## config.mk

```make
export PLATFORM = sky130hd
export DESIGN_NAME = isbe_decode
export DESIGN_NICKNAME = d
export VERILOG_FILES = /design/src/rtl/core/isbe_pkg.sv /design/src/rtl/core/isbe_decode.sv
export SDC_FILE = /design/constraint.sdc
export NUM_CORES = 1
export LEC_CHECK = 0
export BUFFER_PORTS_ARGS = -buffer_cell sky130_fd_sc_hd__buf_2
export CAP_MARGIN = 20
export CORE_MARGIN = 1
export CORE_UTILIZATION = 55
export DETAILED_ROUTE_END_ITERATION = 12
export PLACE_DENSITY = 0.88
export SETUP_SLACK_MARGIN = 0.2
export SLEW_MARGIN = 40
export SYNTH_ARGS = -nofsm -noshare
export SYNTH_HDL_FRONTEND = slang
export SYNTH_SLANG_ARGS = --single-unit
```

## constraint.sdc

```tcl
create_clock -name clk -period 6.2 [get_ports clk]
set_clock_uncertainty 0.15 [all_clocks]
set_input_delay 0.93 -clock clk [delete_from_list [all_inputs] [get_ports clk]]
set_output_delay 0.93 -clock clk [all_outputs]
set_load 0.05 [all_outputs]
```

## src/rtl/core/isbe_pkg.sv

```systemverilog
package isbe_pkg;

  localparam int StackDepthDefault  = 64;
  localparam int LocalsDepthDefault = 256;
  localparam int PcWidthDefault     = 16;

  // commands
  localparam logic [1:0] CMD_EXEC    = 2'd0;
  localparam logic [1:0] CMD_PRELOAD = 2'd1;
  localparam logic [1:0] CMD_RESTART = 2'd2;
  localparam logic [1:0] CMD_NOP     = 2'd3;

  // error codes
  localparam logic [2:0] ERR_OK     = 3'd0;
  localparam logic [2:0] ERR_DIV0   = 3'd1;
  localparam logic [2:0] ERR_UNDER  = 3'd2;
  localparam logic [2:0] ERR_OVER   = 3'd3;
  localparam logic [2:0] ERR_UNSUP  = 3'd4;
  localparam logic [2:0] ERR_LOCAL  = 3'd5;
  localparam logic [2:0] ERR_HALTED = 3'd6;

  // configuration register indexes
  localparam logic [1:0] REG_CODE_LENGTH  = 2'd0;
  localparam logic [1:0] REG_STACK_LIMIT  = 2'd1;
  localparam logic [1:0] REG_LOCALS_LIMIT = 2'd2;

  // opcodes
  localparam logic [7:0] OP_ICONST_M1 = 8'h02;
  localparam logic [7:0] OP_ICONST_0  = 8'h03;
  localparam logic [7:0] OP_ICONST_5  = 8'h08;
  localparam logic [7:0] OP_BIPUSH    = 8'h10;
  localparam logic [7:0] OP_SIPUSH    = 8'h11;
  localparam logic [7:0] OP_LDC       = 8'h12;
  localparam logic [7:0] OP_ILOAD     = 8'h15;
  localparam logic [7:0] OP_ILOAD_0   = 8'h1a;
  localparam logic [7:0] OP_ILOAD_3   = 8'h1d;
  localparam logic [7:0] OP_ISTORE    = 8'h36;
  localparam logic [7:0] OP_ISTORE_0  = 8'h3b;
  localparam logic [7:0] OP_ISTORE_3  = 8'h3e;
  localparam logic [7:0] OP_IADD      = 8'h60;
  localparam logic [7:0] OP_ISUB      = 8'h64;
  localparam logic [7:0] OP_IMUL      = 8'h68;
  localparam logic [7:0] OP_IDIV      = 8'h6c;
  localparam logic [7:0] OP_IREM      = 8'h70;
  localparam logic [7:0] OP_INEG      = 8'h74;
  localparam logic [7:0] OP_IINC      = 8'h84;
  localparam logic [7:0] OP_IFEQ      = 8'h99;
  localparam logic [7:0] OP_IFLE      = 8'h9e;
  localparam logic [7:0] OP_IF_ICMPEQ = 8'h9f;
  localparam logic [7:0] OP_IF_ICMPLE = 8'ha4;
  localparam logic [7:0] OP_GOTO      = 8'ha7;
  localparam logic [7:0] OP_IRETURN   = 8'hac;
  localparam logic [7:0] OP_RETURN    = 8'hb1;
  localparam logic [7:0] OP_GETSTATIC = 8'hb2;
  localparam logic [7:0] OP_INVOKEVIRTUAL = 8'hb6;

  // instruction classes decided by the front end
  typedef enum logic [3:0] {
    K_PUSH_CONST, K_PUSH_LOCAL, K_STORE_LOCAL, K_IINC, K_BINOP, K_DIVREM, K_INEG,
    K_IF1, K_IF2, K_GOTO, K_IRETURN, K_RETURN, K_SKIP, K_PRINT, K_UNSUP
  } kind_t;

  // one decoded queue entry
  typedef struct packed {
    logic [1:0]  command;
    kind_t       kind;
    logic [7:0]  opcode;
    logic [7:0]  local_idx;
    logic [31:0] value;     // immediate / constant / preload value
    logic [15:0] offset;    // branch offset from operand_one and operand_two
    logic [1:0]  pc_step;
    logic [1:0]  pops;
    logic        pushes;
  } dec_t;

  // divider request
  typedef struct packed {
    logic        start;
    logic        is_rem;
    logic [31:0] dividend;
    logic [31:0] divisor;
  } div_req_t;

  typedef struct packed {
    logic        busy;
    logic        done;
    logic [31:0] result;
  } div_rsp_t;

endpackage

```

## src/rtl/core/isbe_decode.sv

```systemverilog
// Front end: accepts transactions, classifies the opcode, fills a two-entry queue.
module isbe_decode (
  input  logic                clk,
  input  logic                rst,
  input  logic                in_valid,
  output logic                in_ready,
  input  logic [1:0]          command,
  input  logic [7:0]          opcode,
  input  logic [7:0]          operand_one,
  input  logic [7:0]          operand_two,
  input  logic signed [31:0]  data_word,
  output logic                q_valid,
  input  logic                q_pop,
  output isbe_pkg::dec_t      q_head
);

  isbe_pkg::dec_t dec;
  isbe_pkg::dec_t slot [2];
  logic rd_ptr, wr_ptr;
  logic [1:0] count;
  logic push_en;

  // classification
  always_comb begin
    dec = '0;
    dec.command   = command;
    dec.opcode    = opcode;
    dec.local_idx = operand_one;
    dec.value     = data_word;
    dec.offset    = {operand_one, operand_two};
    dec.kind      = isbe_pkg::K_UNSUP;
    if (opcode >= isbe_pkg::OP_ICONST_M1 && opcode <= isbe_pkg::OP_ICONST_5) begin
      dec.kind = isbe_pkg::K_PUSH_CONST; dec.pushes = 1'b1; dec.pc_step = 2'd1;
      dec.value = 32'(opcode) - 32'(isbe_pkg::OP_ICONST_0);
    end else if (opcode == isbe_pkg::OP_BIPUSH) begin
      dec.kind = isbe_pkg::K_PUSH_CONST; dec.pushes = 1'b1; dec.pc_step = 2'd2;
      dec.value = {{24{operand_one[7]}}, operand_one};
    end else if (opcode == isbe_pkg::OP_SIPUSH) begin
      dec.kind = isbe_pkg::K_PUSH_CONST; dec.pushes = 1'b1; dec.pc_step = 2'd3;
      dec.value = {{16{operand_one[7]}}, operand_one, operand_two};
    end else if (opcode == isbe_pkg::OP_LDC) begin
      dec.kind = isbe_pkg::K_PUSH_CONST; dec.pushes = 1'b1; dec.pc_step = 2'd2;
    end else if (opcode == isbe_pkg::OP_ILOAD ||
                 (opcode >= isbe_pkg::OP_ILOAD_0 && opcode <= isbe_pkg::OP_ILOAD_3)) begin
      dec.kind = isbe_pkg::K_PUSH_LOCAL; dec.pushes = 1'b1;
      dec.pc_step = (opcode == isbe_pkg::OP_ILOAD) ? 2'd2 : 2'd1;
      if (opcode != isbe_pkg::OP_ILOAD) dec.local_idx = opcode - isbe_pkg::OP_ILOAD_0;
    end else if (opcode == isbe_pkg::OP_ISTORE ||
                 (opcode >= isbe_pkg::OP_ISTORE_0 && opcode <= isbe_pkg::OP_ISTORE_3)) begin
      dec.kind = isbe_pkg::K_STORE_LOCAL; dec.pops = 2'd1;
      dec.pc_step = (opcode == isbe_pkg::OP_ISTORE) ? 2'd2 : 2'd1;
      if (opcode != isbe_pkg::OP_ISTORE) dec.local_idx = opcode - isbe_pkg::OP_ISTORE_0;
    end else if (opcode == isbe_pkg::OP_IINC) begin
      dec.kind = isbe_pkg::K_IINC; dec.pc_step = 2'd3;
      dec.value = {{24{operand_two[7]}}, operand_two};
    end else if (opcode == isbe_pkg::OP_IADD || opcode == isbe_pkg::OP_ISUB ||
                 opcode == isbe_pkg::OP_IMUL) begin
      dec.kind = isbe_pkg::K_BINOP; dec.pops = 2'd2; dec.pushes = 1'b1; dec.pc_step = 2'd1;
    end else if (opcode == isbe_pkg::OP_IDIV || opcode == isbe_pkg::OP_IREM) begin
      dec.kind = isbe_pkg::K_DIVREM; dec.pops = 2'd2; dec.pushes = 1'b1; dec.pc_step = 2'd1;
    end else if (opcode == isbe_pkg::OP_INEG) begin
      dec.kind = isbe_pkg::K_INEG; dec.pops = 2'd1; dec.pushes = 1'b1; dec.pc_step = 2'd1;
    end else if (opcode >= isbe_pkg::OP_IFEQ && opcode <= isbe_pkg::OP_IFLE) begin
      dec.kind = isbe_pkg::K_IF1; dec.pops = 2'd1; dec.pc_step = 2'd3;
    end else if (opcode >= isbe_pkg::OP_IF_ICMPEQ && opcode <= isbe_pkg::OP_IF_ICMPLE) begin
      dec.kind = isbe_pkg::K_IF2; dec.pops = 2'd2; dec.pc_step = 2'd3;
    end else if (opcode == isbe_pkg::OP_GOTO) begin
      dec.kind = isbe_pkg::K_GOTO;
    end else if (opcode == isbe_pkg::OP_IRETURN) begin
      dec.kind = isbe_pkg::K_IRETURN; dec.pops = 2'd1;
    end else if (opcode == isbe_pkg::OP_RETURN) begin
      dec.kind = isbe_pkg::K_RETURN;
    end else if (opcode == isbe_pkg::OP_GETSTATIC) begin
      dec.kind = isbe_pkg::K_SKIP; dec.pc_step = 2'd3;
    end else if (opcode == isbe_pkg::OP_INVOKEVIRTUAL) begin
      dec.kind = isbe_pkg::K_PRINT; dec.pops = 2'd1; dec.pc_step = 2'd3;
    end
  end

  assign in_ready = (count != 2'd2);
  assign push_en  = in_valid && in_ready;
  assign q_valid  = (count != 2'd0);
  assign q_head   = slot[rd_ptr];

  // queue storage
  always_ff @(posedge clk) begin
    if (push_en) slot[wr_ptr] <= dec;
  end

  // queue pointers
  always_ff @(posedge clk) begin
    if (rst) begin
      rd_ptr <= 1'b0;
      wr_ptr <= 1'b0;
      count  <= 2'd0;
    end else begin
      if (push_en) wr_ptr <= ~wr_ptr;
      if (q_pop) rd_ptr <= ~rd_ptr;
      count <= count + 2'(push_en) - 2'(q_pop);
    end
  end

  assert property (@(posedge clk) disable iff (rst) q_pop |-> q_valid)
    else $error("pop from empty queue");
  assert property (@(posedge clk) disable iff (rst) count <= 2'd2)
    else $error("queue count out of range");
  assert property (@(posedge clk) disable iff (rst)
    (push_en && !q_pop) |=> count == $past(count) + 2'd1)
    else $error("queue count did not follow push");

endmodule

```

==> results.sh <==
export IMPL_clkSinkCount=155
export IMPL_num_io_pins=139
export IMPL_outcome="finished, final reports clean"
export IMPL_p_per_area_nw_per_um2=385.3
export IMPL_cp_startpoint="opcode[0]"
export IMPL_critPathLaunchType="primary input"
export IMPL_cts_hold_buf=0
export IMPL_peakVddDrop_uv=256.2
export IMPL_slew_limit_headroom_pct=48.10
export IMPL_wire_per_inst_um=20.53
export IMPL_synth_avg_cell_area_um2=14.05
export IMPL_final_cell_area_um2=8623
export IMPL_clockRootBuffer="clkbuf_16"
export IMPL_seq_area_frac_synth_pct=64.88
export IMPL_clk_pin_slew_worst_paths_ps=60
export IMPL_ctsHtreeMaxLevel=4
export IMPL_period_needed_ps=3207
export IMPL_min_period_over_period_pct=51.72
export IMPL_grt_overflow=0
export IMPL_worst_pin_slew_ps=778.5
export IMPL_synth_ff_type="edfxtp_1"
export IMPL_grt_pass1_wl_um=25260
export IMPL_viasPerCell=5.962
export IMPL_start_util_pct=56.24
export IMPL_wl_um=16940
export IMPL_fillers=919
export IMPL_ys_warn_count=0
export IMPL_r2r_start="count[0]"
export IMPL_setup_ws_ps=2993
export IMPL_cts_tree="built"
export IMPL_synth_ff_latch_count=155
export IMPL_drtAntennaViolNets=0
export IMPL_row_count=41
export IMPL_drtIter0Drc=579
export IMPL_antenna_found_initial=0
export IMPL_p_leak_nw=3.239
export IMPL_post_cts_resized=0
export IMPL_floorplan_die_width_um=115.6
export IMPL_vias=4919
export IMPL_core_area_um2=12620
export IMPL_grt_max_degree=76
export IMPL_setup_violations=0
export IMPL_syn_area_um2=7097
export IMPL_gp_congestion=0.8999
export IMPL_grt_usage_pct=26.14
export IMPL_fin_nets=714
export IMPL_post_synth_num_cell_types=60
export IMPL_synth_async_sr_flop_share_pct=0
export IMPL_cts_path_max_buffers=2
export IMPL_area_delta_synth_final_pct=21.51
export IMPL_clock_latency_ps=420
export IMPL_post_cts_buffers=0
export IMPL_clock_fmax_mhz=311.8
export IMPL_arrival_ps=3220
export IMPL_placed_area_um2=8004
export IMPL_syn_inst=505
export IMPL_port_buffers=138
export IMPL_drv_slew=0
export IMPL_dieArea_um2=13360
export IMPL_end_kind="flop"
export IMPL_crit_type="in -> reg"
export IMPL_dr_pass1_iters=5
export IMPL_min_from="rd_ptr"
export IMPL_place_ws_ps=2649
export IMPL_grt_pass1_vias=4785
export IMPL_critPathMaxFanout=11
export IMPL_required_ps=6210
export IMPL_die_h_um=115.6
export IMPL_setup_tns_ps=0
export IMPL_rsz0062_at_grt="false"
export IMPL_drv_cap=0
export IMPL_hold_viol_final=0
export IMPL_place_hpwl_um=11450
export IMPL_numCtsBuffers=17
export IMPL_antenna_cells=0
export IMPL_hp_class="reg -> reg"
export IMPL_drive_gt1_share_pct=40.43
export IMPL_synth_fp_nets=578
export IMPL_synth_edf_count=150
export IMPL_post_route_drc_count=0
[routing by layer]
layer	track usage, %	share of wire, %	up-vias	wire length [um]
li1	-	-	2230	-
met1	31.50	39	2390	6594
met2	44.39	50	258	8504
met3	5.701	7.9	41	1343
met4	13.42	2.9	0	496
met5	0	0	-	0
[through the flow]
step	hold slack (ps)	power, mW	instances	utilization [%]
final	399.2	3.322	825	68.33
after detailed placement	370.4	2.259	794	63.42
after global routing	438.7	3.438	825	68.33
after CTS	408.1	3.343	825	68.33
after floorplan	329.9	2.051	505	-
after global placement	346.4	2.226	791	62.86
[worst paths after layout]
path / end / slack [ps] / cells after the start
worst min register to register: flop / 400 / 2
worst max-delay path: slot[0][54] / 2990 / 8
worst max register to register: slot[0][73] / 4280 / 4
worst min-delay path: flop / 400 / 2
[final cells by class]
type | instances | area (um^2) | area share (%)
clock buffer | 17 | 425.4 | 4.933
sequential | 155 | 4608 | 53.44
inverter | 11 | 41.29 | 0.4788
clock inverter | 14 | 193.9 | 2.249
tap | 172 | 215.2 | 2.496
multi-input combinational | 312 | 2355 | 27.31
timing repair buffer | 144 | 784.5 | 9.098
[cells by family after synthesis]
kind of cell	Yosys count	share of synthesized area, %
multiplexers	81	12.76
adder cells (fa/ha/maj)	11	1.939
XOR/XNOR	8	0.9873
AO/OA/AOI/OAI	108	9.838
buffers and inverters	38	2.116
AND/OR/NAND/NOR	104	7.475
flip-flops	155	64.88
[sequential cells by signal, indices dropped and copies added (netlist names), named ones only]
register	cells
slot	150
count	2
rd_ptr	1
wr_ptr	1
[Yosys cell counts (3+ instances only)]
cell      count  area share, %
a211o_1       5           0.62
a211oi_1      3           0.32
a21oi_1      30            2.1
a221oi_1      9            1.1
and3_1        6           0.53
buf_2         3           0.21
clkbuf_1     21            1.1
dfxtp_1       5            1.4
edfxtp_1    150             63
ha_1         11            1.9
inv_1        11           0.58
mux2_2       76             12
mux2i_1       5           0.71
nand2_1      26            1.4
nand2b_1      3           0.26
nand3_1       7           0.49
nand4_1       3           0.26
nor2_1       30            1.6
nor2b_1       3           0.26
nor3_1        5           0.35
nor4_1        3           0.26
o21ai_0      29            2.0
o22ai_1       3           0.26
o31ai_1       4           0.42
or2_2         3           0.26
or3_1         3           0.26
xnor2_1       6           0.74
[critical path: stages]
cell,delay (ps)
buf_2,230
inv_1,170
ha_1,330
nor4_1,470
a211o_1,250
and2_1,280
nand2_1,160
a221o_1,390
[cells in the final DEF, fill, tap and decap left out, drive strengths merged, types with 4 or more instances in the layout]
| master | n |
|---|---|
| a211o | 5 |
| a211oi | 4 |
| a21oi | 30 |
| a221oi | 9 |
| and3 | 6 |
| buf | 144 |
| bufinv | 4 |
| clkbuf | 17 |
| clkinvlp | 5 |
| dfxtp | 5 |
| edfxtp | 150 |
| ha | 11 |
| inv | 13 |
| mux2 | 76 |
| mux2i | 5 |
| nand2 | 27 |
| nand3 | 7 |
| nor2 | 30 |
| nor3 | 5 |
| o21ai | 31 |
| o31ai | 4 |
| or3 | 4 |
| xnor2 | 6 |
[power by group]
part	switching [mW]	internal, mW
Sequential	0.0466	1.35
Combinational	0.624	0.222
Clock	0.412	0.672
Power figures use the tool's default switching activity.
